==> config.mk <==
export PLATFORM = sky130hd
export DESIGN_NAME = slip_angle_tracker
export DESIGN_NICKNAME = d
export VERILOG_FILES = /design/src/hdl/sat_pkg.sv /design/src/hdl/sat_front.sv /design/src/hdl/sat_queue.sv /design/src/hdl/sat_back.sv /design/src/hdl/slip_angle_tracker.sv
export SDC_FILE = /design/constraint.sdc
export NUM_CORES = 2
export LEC_CHECK = 0
export BUFFER_PORTS_ARGS = -buffer_cell sky130_fd_sc_hd__clkbuf_2
export CORE_MARGIN = 1
export CORE_UTILIZATION = 55
export DETAILED_ROUTE_END_ITERATION = 8
export GPL_TIMING_DRIVEN = 0
export PLACE_DENSITY = 0.83
export SLEW_MARGIN = 40
export SYNTH_ARGS = -nofsm -noshare
export SYNTH_HDL_FRONTEND = slang
export SYNTH_SLANG_ARGS = --single-unit
==> constraint.sdc <==
create_clock -name i_clk -period 10 [get_ports i_clk]
set_clock_uncertainty 0.2 [all_clocks]
set_input_delay 1.5 -clock i_clk [delete_from_list [all_inputs] [get_ports i_clk]]
set_output_delay 1.5 -clock i_clk [all_outputs]
set_load 0.01 [all_outputs]
==> src/hdl/sat_pkg.sv <==
package sat_pkg;

    // default encoder width
    localparam int ENCODER_BITS_DEF = 16;

    // field widths fixed by the word formats
    localparam int CFG_W      = 16;
    localparam int SLIP_W     = 16;
    localparam int ANGLE_W    = 13;
    localparam int DELTA_OUT_W = 17;
    localparam int FRAC_W     = 11;
    localparam int WHOLE_W    = 7;
    localparam int Q_SHIFT    = 10;

    // 2 pi in q10 is 201 * 32, the modulo is split along that line
    localparam int MOD_FACTOR = 201;
    localparam int LO_BITS    = 5;
    localparam logic [ANGLE_W-1:0] ANGLE_FULL = ANGLE_W'(MOD_FACTOR << LO_BITS);

    localparam int QUEUE_DEPTH = 4;

    // register reset values
    localparam logic [CFG_W-1:0] CPR_RESET  = 16'd2048;
    localparam logic [CFG_W-1:0] GAIN_RESET = 16'd3216;

    typedef enum logic [1:0] {
        REG_COUNTS_PER_REV = 2'd0,
        REG_POLE_GAIN      = 2'd1,
        REG_REVERSE        = 2'd2
    } t_reg_idx;

    typedef enum logic {
        CMD_TICK    = 1'b0,
        CMD_RESTART = 1'b1
    } t_command;

    // control part of one queued item
    typedef struct packed {
        logic                      restart;
        logic signed [WHOLE_W-1:0] whole_slip;
    } t_item_ctrl;

endpackage

==> src/hdl/sat_front.sv <==
module sat_front #(
    parameter int ENCODER_BITS = sat_pkg::ENCODER_BITS_DEF
) (
    input  logic                                     i_clk,
    input  logic                                     i_rst_n,
    input  logic                                     i_accept,
    input  logic                                     i_command,
    input  logic [ENCODER_BITS-1:0]                  i_position,
    input  logic                                     i_count_down,
    input  logic signed [sat_pkg::SLIP_W-1:0]        i_slip_rate,
    input  logic [sat_pkg::CFG_W-1:0]                i_counts_per_rev,
    input  logic                                     i_reverse,
    output sat_pkg::t_item_ctrl                      o_ctrl,
    output logic signed [((ENCODER_BITS > 16) ? ENCODER_BITS : 16) + 1:0] o_delta
);

    localparam int DW = ((ENCODER_BITS > 16) ? ENCODER_BITS : 16) + 2;

    logic [ENCODER_BITS-1:0]                r_last_pos;
    logic signed [sat_pkg::FRAC_W-1:0]      r_slip_frac;
    logic [ENCODER_BITS-1:0]                n_last_pos;
    logic signed [sat_pkg::FRAC_W-1:0]      n_slip_frac;

    logic                                   is_restart;
    logic signed [DW-1:0]                   cur_x;
    logic signed [DW-1:0]                   last_x;
    logic signed [DW-1:0]                   cpr_x;
    logic signed [DW-1:0]                   delta;
    logic signed [sat_pkg::SLIP_W:0]        rate;
    logic signed [sat_pkg::SLIP_W+1:0]      acc;
    logic [sat_pkg::SLIP_W:0]               acc_mag;
    logic [sat_pkg::WHOLE_W-1:0]            whole_mag;
    logic [sat_pkg::FRAC_W-1:0]             frac_mag;
    logic signed [sat_pkg::WHOLE_W-1:0]     whole;

    assign is_restart = (i_command == sat_pkg::CMD_RESTART);

    // wrapped position change
    always_comb begin
        cur_x  = DW'(i_position);
        last_x = DW'(r_last_pos);
        cpr_x  = DW'(i_counts_per_rev);
        delta  = cur_x - last_x;
        if (!i_count_down && (cur_x < last_x)) begin
            delta = delta + cpr_x;
        end else if (i_count_down && (last_x < cur_x)) begin
            delta = delta - cpr_x;
        end
    end

    // slip carry, whole part truncated toward zero
    always_comb begin
        rate = (sat_pkg::SLIP_W + 1)'(i_slip_rate);
        if (i_reverse) begin
            rate = -rate;
        end
        acc       = (sat_pkg::SLIP_W + 2)'(r_slip_frac) + (sat_pkg::SLIP_W + 2)'(rate);
        acc_mag   = acc[sat_pkg::SLIP_W+1] ? (sat_pkg::SLIP_W + 1)'(0) - acc[sat_pkg::SLIP_W:0]
                                           : acc[sat_pkg::SLIP_W:0];
        whole_mag = acc_mag[sat_pkg::SLIP_W:sat_pkg::Q_SHIFT];
        frac_mag  = {1'b0, acc_mag[sat_pkg::Q_SHIFT-1:0]};
        if (acc[sat_pkg::SLIP_W+1]) begin
            whole       = -$signed(whole_mag);
            n_slip_frac = -$signed(frac_mag);
        end else begin
            whole       = $signed(whole_mag);
            n_slip_frac = $signed(frac_mag);
        end
    end

    always_comb begin
        n_last_pos = is_restart ? '0 : i_position;
        if (is_restart) begin
            o_ctrl.restart    = 1'b1;
            o_ctrl.whole_slip = '0;
            o_delta           = '0;
        end else begin
            o_ctrl.restart    = 1'b0;
            o_ctrl.whole_slip = whole;
            o_delta           = delta;
        end
    end

    always_ff @(posedge i_clk) begin
        if (!i_rst_n) begin
            r_last_pos  <= '0;
            r_slip_frac <= '0;
        end else if (i_accept) begin
            r_last_pos <= n_last_pos;
            if (!is_restart) begin
                r_slip_frac <= n_slip_frac;
            end
        end
    end

endmodule

==> src/hdl/sat_queue.sv <==
module sat_queue #(
    parameter int WIDTH = 8
) (
    input  logic             i_clk,
    input  logic             i_rst_n,
    input  logic             i_push,
    input  logic [WIDTH-1:0] i_wdata,
    output logic             o_full,
    input  logic             i_pop,
    output logic [WIDTH-1:0] o_rdata,
    output logic             o_empty
);

    localparam int AW = $clog2(sat_pkg::QUEUE_DEPTH);

    logic [WIDTH-1:0] r_mem [sat_pkg::QUEUE_DEPTH];
    logic [AW-1:0]    r_wr_ptr;
    logic [AW-1:0]    r_rd_ptr;
    logic [AW:0]      r_count;

    assign o_full  = (r_count == (AW + 1)'(sat_pkg::QUEUE_DEPTH));
    assign o_empty = (r_count == '0);
    assign o_rdata = r_mem[r_rd_ptr];

    always_ff @(posedge i_clk) begin
        if (!i_rst_n) begin
            r_wr_ptr <= '0;
            r_rd_ptr <= '0;
            r_count  <= '0;
        end else begin
            if (i_push) begin
                r_wr_ptr <= r_wr_ptr + AW'(1);
            end
            if (i_pop) begin
                r_rd_ptr <= r_rd_ptr + AW'(1);
            end
            if (i_push && !i_pop) begin
                r_count <= r_count + (AW + 1)'(1);
            end else if (!i_push && i_pop) begin
                r_count <= r_count - (AW + 1)'(1);
            end
        end
    end

    always_ff @(posedge i_clk) begin
        if (i_push) begin
            r_mem[r_wr_ptr] <= i_wdata;
        end
    end

endmodule

==> src/hdl/sat_back.sv <==
module sat_back #(
    parameter int ENCODER_BITS = sat_pkg::ENCODER_BITS_DEF
) (
    input  logic                                     i_clk,
    input  logic                                     i_rst_n,
    input  logic                                     i_q_empty,
    output logic                                     o_q_pop,
    input  sat_pkg::t_item_ctrl                      i_ctrl,
    input  logic signed [((ENCODER_BITS > 16) ? ENCODER_BITS : 16) + 1:0] i_delta,
    input  logic [sat_pkg::CFG_W-1:0]                i_pole_gain,
    input  logic                                     i_reverse,
    output logic                                     o_valid,
    input  logic                                     i_ready,
    output logic [sat_pkg::ANGLE_W-1:0]              o_angle,
    output logic [sat_pkg::DELTA_OUT_W-1:0]          o_delta
);

    localparam int DW   = ((ENCODER_BITS > 16) ? ENCODER_BITS : 16) + 2;
    localparam int PW   = DW + sat_pkg::CFG_W + 1;
    localparam int SH   = sat_pkg::Q_SHIFT + sat_pkg::LO_BITS;
    localparam int YW   = PW - SH;
    localparam int UW   = YW + 1;
    localparam int KSH  = UW + 8;
    localparam int MW   = KSH - 7;
    localparam int QW   = UW - 7;
    localparam int RW   = sat_pkg::ANGLE_W - sat_pkg::LO_BITS;
    localparam int WW   = sat_pkg::ANGLE_W + 2;
    // multiple of 201 that lifts any scaled value to non-negative
    localparam logic [UW-1:0] C_OFF = UW'((((64'd1 << (YW - 1)) + 64'(sat_pkg::MOD_FACTOR)
        - 64'd1) / 64'(sat_pkg::MOD_FACTOR)) * 64'(sat_pkg::MOD_FACTOR));
    // exact reciprocal of 201 for UW-bit values
    localparam logic [MW-1:0] RECIP = MW'(((64'd1 << KSH) + 64'(sat_pkg::MOD_FACTOR)
        - 64'd1) / 64'(sat_pkg::MOD_FACTOR));

    logic en;

    // stage 1: scaled position product
    logic                                r_v1;
    sat_pkg::t_item_ctrl                 r_c1;
    logic [sat_pkg::DELTA_OUT_W-1:0]     r_d1;
    logic signed [PW-1:0]                r_p1;
    logic signed [PW-1:0]                prod;
    logic signed [sat_pkg::CFG_W:0]      gain_s;

    // stage 2: lifted value and low bits
    logic                                r_v2;
    sat_pkg::t_item_ctrl                 r_c2;
    logic [sat_pkg::DELTA_OUT_W-1:0]     r_d2;
    logic [UW-1:0]                       r_u2;
    logic [sat_pkg::LO_BITS-1:0]         r_lo2;
    logic [UW-1:0]                       n_u2;

    // stage 3: quotient by 201
    logic                                r_v3;
    sat_pkg::t_item_ctrl                 r_c3;
    logic [sat_pkg::DELTA_OUT_W-1:0]     r_d3;
    logic [UW-1:0]                       r_u3;
    logic [sat_pkg::LO_BITS-1:0]         r_lo3;
    logic [QW-1:0]                       r_q3;
    logic [UW+MW-1:0]                    qm;

    // stage 4: quotient times 201
    logic                                r_v4;
    sat_pkg::t_item_ctrl                 r_c4;
    logic [sat_pkg::DELTA_OUT_W-1:0]     r_d4;
    logic [UW-1:0]                       r_u4;
    logic [sat_pkg::LO_BITS-1:0]         r_lo4;
    logic [UW-1:0]                       r_q201;

    // stage 5: angle increment in 0..6431
    logic                                r_v5;
    logic                                r_rst5;
    logic [sat_pkg::DELTA_OUT_W-1:0]     r_d5;
    logic [sat_pkg::ANGLE_W-1:0]         r_w5;
    logic [UW-1:0]                       rem_full;
    logic [sat_pkg::ANGLE_W-1:0]         rem6432;
    logic signed [WW-1:0]                w_sum;
    logic [sat_pkg::ANGLE_W-1:0]         n_w5;

    // output stage and angle state
    logic                                r_ovalid;
    logic [sat_pkg::ANGLE_W-1:0]         r_angle;
    logic [sat_pkg::ANGLE_W-1:0]         n_angle;
    logic [sat_pkg::ANGLE_W:0]           a_sum;
    logic [sat_pkg::ANGLE_W-1:0]         r_oangle;
    logic [sat_pkg::DELTA_OUT_W-1:0]     r_odelta;

    assign en      = !r_ovalid || i_ready;
    assign o_q_pop = en && !i_q_empty;

    assign gain_s = {1'b0, i_pole_gain};
    assign prod   = PW'(gain_s) * PW'(i_delta);

    // floor shift by 15 keeps the low five angle bits apart
    assign n_u2 = {r_p1[PW-1], r_p1[PW-1:SH]} + C_OFF;

    assign qm = (UW + MW)'(r_u2) * (UW + MW)'(RECIP);

    always_comb begin
        rem_full = r_u4 - r_q201;
        rem6432  = {rem_full[RW-1:0], r_lo4};
        w_sum    = $signed({2'b00, rem6432}) + WW'(r_c4.whole_slip);
        if (w_sum < 0) begin
            n_w5 = sat_pkg::ANGLE_W'(w_sum + $signed({2'b00, sat_pkg::ANGLE_FULL}));
        end else if (w_sum >= $signed({2'b00, sat_pkg::ANGLE_FULL})) begin
            n_w5 = sat_pkg::ANGLE_W'(w_sum - $signed({2'b00, sat_pkg::ANGLE_FULL}));
        end else begin
            n_w5 = sat_pkg::ANGLE_W'(w_sum);
        end
    end

    always_comb begin
        a_sum = {1'b0, r_angle} + {1'b0, r_w5};
        if (r_rst5) begin
            n_angle = '0;
        end else if (a_sum >= {1'b0, sat_pkg::ANGLE_FULL}) begin
            n_angle = sat_pkg::ANGLE_W'(a_sum - {1'b0, sat_pkg::ANGLE_FULL});
        end else begin
            n_angle = a_sum[sat_pkg::ANGLE_W-1:0];
        end
    end

    always_ff @(posedge i_clk) begin
        if (!i_rst_n) begin
            r_v1     <= 1'b0;
            r_v2     <= 1'b0;
            r_v3     <= 1'b0;
            r_v4     <= 1'b0;
            r_v5     <= 1'b0;
            r_ovalid <= 1'b0;
            r_angle  <= '0;
        end else if (en) begin
            r_v1     <= !i_q_empty;
            r_v2     <= r_v1;
            r_v3     <= r_v2;
            r_v4     <= r_v3;
            r_v5     <= r_v4;
            r_ovalid <= r_v5;
            if (r_v5) begin
                r_angle <= n_angle;
            end
        end
    end

    always_ff @(posedge i_clk) begin
        if (en) begin
            r_c1     <= i_ctrl;
            r_d1     <= i_delta[sat_pkg::DELTA_OUT_W-1:0];
            r_p1     <= prod;
            r_c2     <= r_c1;
            r_d2     <= r_d1;
            r_u2     <= n_u2;
            r_lo2    <= r_p1[SH-1:sat_pkg::Q_SHIFT];
            r_c3     <= r_c2;
            r_d3     <= r_d2;
            r_u3     <= r_u2;
            r_lo3    <= r_lo2;
            r_q3     <= qm[KSH +: QW];
            r_c4     <= r_c3;
            r_d4     <= r_d3;
            r_u4     <= r_u3;
            r_lo4    <= r_lo3;
            r_q201   <= UW'(r_q3) * UW'(sat_pkg::MOD_FACTOR);
            r_rst5   <= r_c4.restart;
            r_d5     <= r_d4;
            r_w5     <= n_w5;
            r_odelta <= r_d5;
            r_oangle <= i_reverse ? sat_pkg::ANGLE_FULL - n_angle : n_angle;
        end
    end

    assign o_valid = r_ovalid;
    assign o_angle = r_oangle;
    assign o_delta = r_odelta;

endmodule

==> src/hdl/slip_angle_tracker.sv <==
// throughput: one word per cycle while the output does not stall, set by the
// 6-stage multiply/modulo pipeline
// a 4-entry queue between decode and pipeline takes input while the output stalls
// reset (synchronous, active low) clears last position, angle, slip carry, queue
// and pipeline, and loads counts_per_rev 2048, pole_gain 3216, reverse 0
module slip_angle_tracker #(
    parameter int ENCODER_BITS = sat_pkg::ENCODER_BITS_DEF
) (
    input  logic                                   i_clk,
    input  logic                                   i_rst_n,
    input  logic                                   i_s_axis_tvalid,
    output logic                                   o_s_axis_tready,
    // encoder_position, count_down, slip_rate, zero fill
    input  logic [((ENCODER_BITS + 17 + 7) / 8) * 8 - 1:0] i_s_axis_tdata,
    // command
    input  logic [0:0]                             i_s_axis_tuser,
    output logic                                   o_m_axis_tvalid,
    input  logic                                   i_m_axis_tready,
    // angle_out, position_delta, zero fill
    output logic [31:0]                            o_m_axis_tdata,
    input  logic                                   i_cfg_valid,
    output logic                                   o_cfg_ready,
    input  logic [1:0]                             i_cfg_index,
    input  logic [sat_pkg::CFG_W-1:0]              i_cfg_data
);

    localparam int DW = ((ENCODER_BITS > 16) ? ENCODER_BITS : 16) + 2;
    localparam int QW = DW + $bits(sat_pkg::t_item_ctrl);

    logic [sat_pkg::CFG_W-1:0] r_counts_per_rev;
    logic [sat_pkg::CFG_W-1:0] r_pole_gain;
    logic                      r_reverse;

    logic                                 s_accept;
    logic                                 q_full;
    logic                                 q_empty;
    logic                                 q_pop;
    sat_pkg::t_item_ctrl                  f_ctrl;
    logic signed [DW-1:0]                 f_delta;
    logic [QW-1:0]                        q_rdata;
    sat_pkg::t_item_ctrl                  b_ctrl;
    logic signed [DW-1:0]                 b_delta;
    logic [sat_pkg::ANGLE_W-1:0]          out_angle;
    logic [sat_pkg::DELTA_OUT_W-1:0]      out_delta;

    assign o_cfg_ready     = 1'b1;
    assign o_s_axis_tready = !q_full;
    assign s_accept        = i_s_axis_tvalid && !q_full;

    always_ff @(posedge i_clk) begin
        if (!i_rst_n) begin
            r_counts_per_rev <= sat_pkg::CPR_RESET;
            r_pole_gain      <= sat_pkg::GAIN_RESET;
            r_reverse        <= 1'b0;
        end else if (i_cfg_valid) begin
            case (sat_pkg::t_reg_idx'(i_cfg_index))
                sat_pkg::REG_COUNTS_PER_REV: r_counts_per_rev <= i_cfg_data;
                sat_pkg::REG_POLE_GAIN:      r_pole_gain      <= i_cfg_data;
                sat_pkg::REG_REVERSE:        r_reverse        <= i_cfg_data[0];
                default: begin
                end
            endcase
        end
    end

    sat_front #(
        .ENCODER_BITS(ENCODER_BITS)
    ) u_front (
        .i_clk           (i_clk),
        .i_rst_n         (i_rst_n),
        .i_accept        (s_accept),
        .i_command       (i_s_axis_tuser[0]),
        .i_position      (i_s_axis_tdata[ENCODER_BITS-1:0]),
        .i_count_down    (i_s_axis_tdata[ENCODER_BITS]),
        .i_slip_rate     ($signed(i_s_axis_tdata[ENCODER_BITS+sat_pkg::SLIP_W:ENCODER_BITS+1])),
        .i_counts_per_rev(r_counts_per_rev),
        .i_reverse       (r_reverse),
        .o_ctrl          (f_ctrl),
        .o_delta         (f_delta)
    );

    sat_queue #(
        .WIDTH(QW)
    ) u_queue (
        .i_clk  (i_clk),
        .i_rst_n(i_rst_n),
        .i_push (s_accept),
        .i_wdata({f_ctrl, f_delta}),
        .o_full (q_full),
        .i_pop  (q_pop),
        .o_rdata(q_rdata),
        .o_empty(q_empty)
    );

    assign b_ctrl  = q_rdata[QW-1:DW];
    assign b_delta = $signed(q_rdata[DW-1:0]);

    sat_back #(
        .ENCODER_BITS(ENCODER_BITS)
    ) u_back (
        .i_clk      (i_clk),
        .i_rst_n    (i_rst_n),
        .i_q_empty  (q_empty),
        .o_q_pop    (q_pop),
        .i_ctrl     (b_ctrl),
        .i_delta    (b_delta),
        .i_pole_gain(r_pole_gain),
        .i_reverse  (r_reverse),
        .o_valid    (o_m_axis_tvalid),
        .i_ready    (i_m_axis_tready),
        .o_angle    (out_angle),
        .o_delta    (out_delta)
    );

    assign o_m_axis_tdata = {2'b00, out_delta, out_angle};

    // forward angle stays below a full turn
    a_fwd_range: assert property (@(posedge i_clk) disable iff (!i_rst_n)
        (o_m_axis_tvalid && !r_reverse) |-> (out_angle < sat_pkg::ANGLE_FULL))
        else $error("forward angle out of range");

    // mirrored angle lies in 1..6432
    a_rev_range: assert property (@(posedge i_clk) disable iff (!i_rst_n)
        (o_m_axis_tvalid && r_reverse) |->
        ((out_angle != '0) && (out_angle <= sat_pkg::ANGLE_FULL)))
        else $error("mirrored angle out of range");

    // reset empties the output and the queue
    a_reset_out: assert property (@(posedge i_clk)
        !i_rst_n |=> (!o_m_axis_tvalid && o_s_axis_tready))
        else $error("output valid or queue busy after reset");

endmodule

# --- Yosys cells after proc, flatten, opt, wreduce, memory -nomap -nowiden ---
# Memories as Yosys holds them, arrays and structs flattened. A register that Yosys moved wholly into a read port is not among the register bits.
# Index checks and enable logic that the tools add are counted.
classes:
  n_addsub: 20
  n_mul: 3
  n_div: 0
  magnitude_cmp: 5
  n_eq_ne: 3
  n_shift: 0
  mux: 20
  bitwise: 1
  reduce_logical: 21
op_table:
  columns: ["cell", "count"]
  rows:
  - ["$mux 13", 5]
  - ["$mux 18", 3]
  - ["$mul 21x19->40 const B", 1]
  - ["$mul 17x18->35", 1]
  - ["$mux 17", 2]
  - ["$lt 16x16->1", 2]
  - ["$add 21x20->21 const B", 1]
  - ["$add 11x17->18", 1]
  - ["$add 18x17->18", 1]
  - ["$sub 18x17->18", 1]
  - ["$neg 16->17", 1]
  - ["$sub 1x17->17 const A", 1]
  - ["$sub 16x16->17", 1]
  - ["$mux 16", 1]
  - ["$add 14x7->15", 1]
  - ["$ge 15x14->1 const B", 1]
  - ["$lt 15x1->1 const B", 1]
  - ["$add 13x13->14", 1]
  - ["$ge 14x13->1 const B", 1]
  - ["$mul 14x8->8 const B", 1]
  - ["$add 13x12->13 const B", 1]
  - ["$sub 13x12->13 const B", 1]
  - ["$sub 13x13->13 const A", 1]
  - ["$sub 13x13->13 const B", 1]
  - ["other kinds (23)", 41]
word_totals:
  reg_bits: 356
  latch_bits: 0
  mem_bits_rw: 104
  romBits: 0
  in_bits: 64
  output_inout_bits: 35
  word_cells: 115
  n_memories: 1
mem_list:
  columns: ["name", "depth", "word_bits", "read_ports", "rd_ports_with_merged_regs", "wr", "line_no", "rtl"]
  rows:
  - ["u_queue.r_mem", 4, 26, 1, 1, 1, "sat_queue.sv:16", "logic [WIDTH-1:0] r_mem [sat_pkg::QUEUE_DEPTH];"]

# --- Longest topological paths before layout ---
logic_depth:
  depth_word: 8
  mapped_depth: 26
  ltp_nobuf: 24

# --- Cells and area by module ---
# From an unflattened synthesis, not the netlist that was laid out.
unflattened:
  cells_unflattened: 3592
  area_unflattened_um2: 38299.2
by_module_without_submodules:
  columns: ["module", "instances", "cells_per_inst", "area_per_inst_um2", "seq_area_each_um2"]
  rows:
  - ["sat_back", 1, 2507, 27306.2, 8007.7]
  - ["sat_front", 1, 767, 5412.7, 540.5]
  - ["sat_queue", 1, 179, 4242.8, 3303.2]
  - ["slip_angle_tracker", 1, 139, 1337.5, 660.6]

# --- Worst setup path before layout ---
# OpenSTA, ideal clock, no wires.
synth_timing:
  kind: "input-to-reg"
  start: "input i_m_axis_tready"
  end: "register u_queue.r_count[2]"
  setup_time_ps: 76
  arrival_ps: 8859
  setup_slack_ps: 865
  stages: 10
  n_path_buf: 1
  cell_sequence: "nor2b_1 clkbuf_1 inv_1 o31ai_1 ha_1 inv_1 fa_1 xor2_1 or3_1 a21boi_0"
synth_via:
  elab_chain_len: 5
  elab_cells_between_ends: 7
synth_lines:
  columns: ["item", "line_no", "rtl"]
  rows:
  - ["from (decl)", "slip_angle_tracker.sv:18", "input logic i_m_axis_tready,"]
  - ["$logic_or 1x1->1 (*)", "sat_back.sv:88", "assign en = !r_ovalid || i_ready;"]
  - ["named net u_back.en", "sat_back.sv:35", "logic en;"]
  - ["$logic_and 1x1->1 (*)", "sat_back.sv:89", "assign o_q_pop = en && !i_q_empty;"]
  - ["$logic_not 1->1", "sat_queue.sv:37", "if (i_push && !i_pop) begin"]
  - ["$logic_and 1x1->1", "sat_queue.sv:37", null]
  - ["$mux 3 or $reduce_bool 2->1 (tied branches)", null, null]
  - ["to (signal assigned)", "sat_queue.sv:38", "r_count <= r_count + (AW + 1)'(1);"]
  - ["to (signal assigned)", "sat_queue.sv:40", "r_count <= r_count - (AW + 1)'(1);"]
  - ["to (decl)", "sat_queue.sv:19", "logic [AW:0] r_count;"]
# Mark *: on every way through the listed nets, which the timed path passes. The rest lies on a longest branch.
# A chain may end at the register's enable or synchronous reset.

==> run summary <==
RUN STATUS
---------------------------------------------------------------------------------
Result of the run .................................................. complete, no violations

CLOCKING
---------------------------------------------------------------------------------
TritonCTS clock tree ...............................................        built
Clk_lat worst skew .................................................      0.60 ns
Number of H-tree levels ............................................            2
CTS hold repair buffers ............................................            0
Post-CTS setup buffer count ........................................            0
Maximum buffer depth of the clock tree .............................            3
Clock Sinks ........................................................          446
Register clock-pin slew on the reported worst setup and hold paths .      0.06 ns
Number of buffers added by the clock tree synthesis step ...........           45
Number of cells upsized or downsized after cts .....................            0
Clock tree root buffer cell ........................................ sky130_fd_sc_hd__clkbuf_16

FINAL LAYOUT
---------------------------------------------------------------------------------
Most common library cell in the layout ignoring fill and taps ...... sky130_fd_sc_hd__inv_1
Area delta synth->final ............................................        8.52%
Number of non-filler instances in the completed layout .............        4,718
Layout Nets ........................................................        4,585
Finished layout cell area .......................................... 0.0413 sq mm
Number of diodes added for antenna fixing ..........................            0
Ratio of cells with drive above 1 in the final layout ..............        6.28%
Leading cell types in the layout, fill and taps excluded ........... sky130_fd_sc_hd__inv_1, sky130_fd_sc_hd__fa_1, sky130_fd_sc_hd__ha_1

DIE
---------------------------------------------------------------------------------
Total core area .................................................... 0.0686 sq mm
Area enclosed by the die boundary .................................. 0.0703 sq mm
Cell Rows ..........................................................           96
Width of the die ...................................................       265 um
Starting Density ...................................................        55.5%
Overall die height .................................................       265 um
Number of primary I/O pins .........................................           99

STA
---------------------------------------------------------------------------------
Max-slew violation total from the final report .....................            0
Highest achievable clock rate ......................................    0.104 GHz
Setup repair after global routing missed its margin ................        false
Count of final hold-check violations ...............................            0
# setup viols final ................................................            0
Worst Max-Slew Pin Slew ............................................     0.885 ns
Final critical-path required period ................................      9.59 ns
Normalized max-slew margin .........................................        41.0%
Setup slack of the critical path after layout ......................     0.407 ns
Part of the cycle the worst path needs .............................        95.9%

YOSYS
---------------------------------------------------------------------------------
Multiplexer area fraction after synthesis ..........................        1.91%
Synthesized instance count .........................................        3,612
Cell types occupying the most area after synthesis ................. sky130_fd_sc_hd__edfxtp_1, sky130_fd_sc_hd__fa_1, sky130_fd_sc_hd__ha_1
Share of the synthesized area in compound gates (AO/OA/AOI/OAI) ....        8.79%
Top-area cell type share of the netlist area .......................        28.2%
Simple-gate share of the synthesized area ..........................        11.7%
EDFF count, synth ..................................................          358
Xor/xnor share of the synthesized area .............................        3.95%
Count of unique library cells instantiated by Yosys ................           88
Main combinational cell family by area after synthesis .............  adder cells
Adder-cell area share of the yosys netlist .........................        33.0%
Sequential fraction of the synthesis area ..........................        32.9%
Asr flop ratio synth ...............................................           0%
Largest area contributor in the netlist ............................ sky130_fd_sc_hd__edfxtp_1
#FFs+latches synth .................................................          446
Synth Warn # .......................................................            0
Synth Flop Type .................................................... sky130_fd_sc_hd__edfxtp_1
Synth Cell Area .................................................... 0.0381 sq mm
Average instance area after synthesis ..............................   10.5 sq um

WORST SETUP PATH
---------------------------------------------------------------------------------
Arrival @ worst endpoint ...........................................      9.72 ns
Worst Setup Start Kind .............................................    flip-flop
Worst path bufs/invs ...............................................            6
Highest-delay cell along the critical path ......................... sky130_fd_sc_hd__buf_1
Setup CP Type ......................................................      reg2reg
Cell seen most often among critical-path stages .................... sky130_fd_sc_hd__fa_1
Cell chain of the critical path .................................... buf_1 > clkbuf_1 > mux4_2 > buf_1 > nand2_1 > fa_1 > fa_1 > fa_1 > fa_1 > inv_1 > fa_1 > inv_1 > fa_1 > inv_1 > ha_1 > and2_1 > a41oi_1 > o211ai_1 > a2111oi_2 > o21ai_0 > a211o_1 > a21oi_1 > xnor2_1
Cell family with the largest share of critical-path delay ..........  adder cells
Required time of the critical path .................................     10.13 ns
Crit. End Element ..................................................    flip-flop
Maximum single-stage delay on the critical path ....................      0.70 ns
CP max FO ..........................................................           10

ROUTING
---------------------------------------------------------------------------------
Aggregate routed wire length .......................................    84,500 um
Violation count after the first detailed-routing iteration .........        2,012
Wirelength per Cell ................................................      17.9 um
Initial DRT Pass Iterations ........................................            5
Number of vias after detailed routing ..............................       26,455
Post-route ant nets ................................................            0
Post-DR vias/cell ..................................................         5.61
Post-detailed-route DRC marker count ...............................            0

PLACEMENT
---------------------------------------------------------------------------------
Area post-placement ................................................ 0.0398 sq mm
Worst Setup Slack post-DPL .........................................     0.512 ns
DP Wirelength ......................................................    65,500 um
Total instance count after detailed placement ......................        4,635
Input/output buffers ...............................................           88
Placer congestion estimate .........................................        0.947

GRT
---------------------------------------------------------------------------------
Largest net degree at the start of global routing ..................           88
Initial antenna violation count ....................................            0
Vias in the first global route .....................................       27,277
All-layer global routing usage .....................................        24.9%
Global route total overflow ........................................            0
Wire length of the first global-routing pass .......................   138,000 um

RUN
---------------------------------------------------------------------------------
MaxCap Viol Count ..................................................            0

WORST HOLD PATH
---------------------------------------------------------------------------------
Kind of path behind the tightest hold check ........................      reg2reg

[final timing paths]
kind | from | to | slack (ns) | depth (start not counted)
max reg2reg | flip-flop | u_back.r_p1[31] | 0.41 | 23
max | flip-flop | u_back.r_p1[31] | 0.41 | 23
min | u_back.r_d2[8] | u_back.r_d3[8] | 0.21 | 0
min reg2reg | u_back.r_d2[8] | u_back.r_d3[8] | 0.21 | 0
[synth_stat cells, drive strengths merged, types with 13 or more instances]
master and instances:
a211oi 25, a21boi 42, a21o 42, a21oi 95, a31oi 27, and2 136
and3 23, buf 21, clkbuf 86, dfxtp 88, edfxtp 358, fa 392
ha 378, inv 664, mux2i 13, mux4 26, nand2 366, nand2b 24
nand3 37, nor2 152, nor2b 55, nor3 42, o211ai 17, o21a 15
o21ai 97, o21bai 16, or3 26, xnor2 114, xor2 54
[state kept, by name, summed over array words and instances, names as in the netlist, 11 cells and up, named ones only]
signal	flops
u_back.r_d4	17
r_counts_per_rev	16
u_front.r_last_pos	16
u_back.r_d2	17
u_back.r_d5	17
u_front.r_slip_frac	11
u_back.o_delta	17
u_back.r_w5	13
u_back.r_d1	17
u_queue.r_mem	104
u_back.r_u2	21
r_pole_gain	16
u_back.r_angle	13
u_back.r_p1	25
u_back.r_d3	17
u_back.o_angle	13
[metal layers]
layer | track usage [%] | part of all wire, % | routed length (um) | up-vias
li1 | - | - | - | 12237
met1 | 31.4 | 39 | 33300 | 12914
met2 | 42.2 | 48 | 41000 | 1069
met3 | 4.44 | 8.1 | 6860 | 235
met4 | 10.5 | 3.9 | 3330 | 0
met5 | 0 | 0 | 0 | -
[per-stage QoR]
stage	hold slack [ns]	setup TNS, ns	util, %
2_1_floorplan	0.200	0	-
3_3_place_gp	0.200	-15.31	57.8
3_5_place_dp	0.205	0	58.0
4_1_cts	0.210	0	60.2
5_1_grt	0.215	0	60.2
6_report	0.212	0	60.2
[cell type report]
type                            count  area [sq um]
Tap cell                          931          1160
Fill cell                        5336         27300
Sequential cell                   446         12500
Inverter                          666          2510
Timing Repair Buffer               91           523
Multi-Input combinational cell   2394         22700
Clock buffer                       58          1210
Buffer                            107           424
Clock inverter                     25           294
[cells by family (layout without fill, tap and decap cells)]
family,after synthesis,after routing
AND/OR/NAND/NOR,923,923
buffers and inverters,773,947
adder cells (fa/ha/maj),770,770
AO/OA/AOI/OAI,489,489
flip-flops,446,446
XOR/XNOR,169,169
multiplexers,40,40
other,2,3
Power is left out: the tool's default activity adds up to more than one toggle a clock period on the data nets, which glitch-free logic cannot reach.
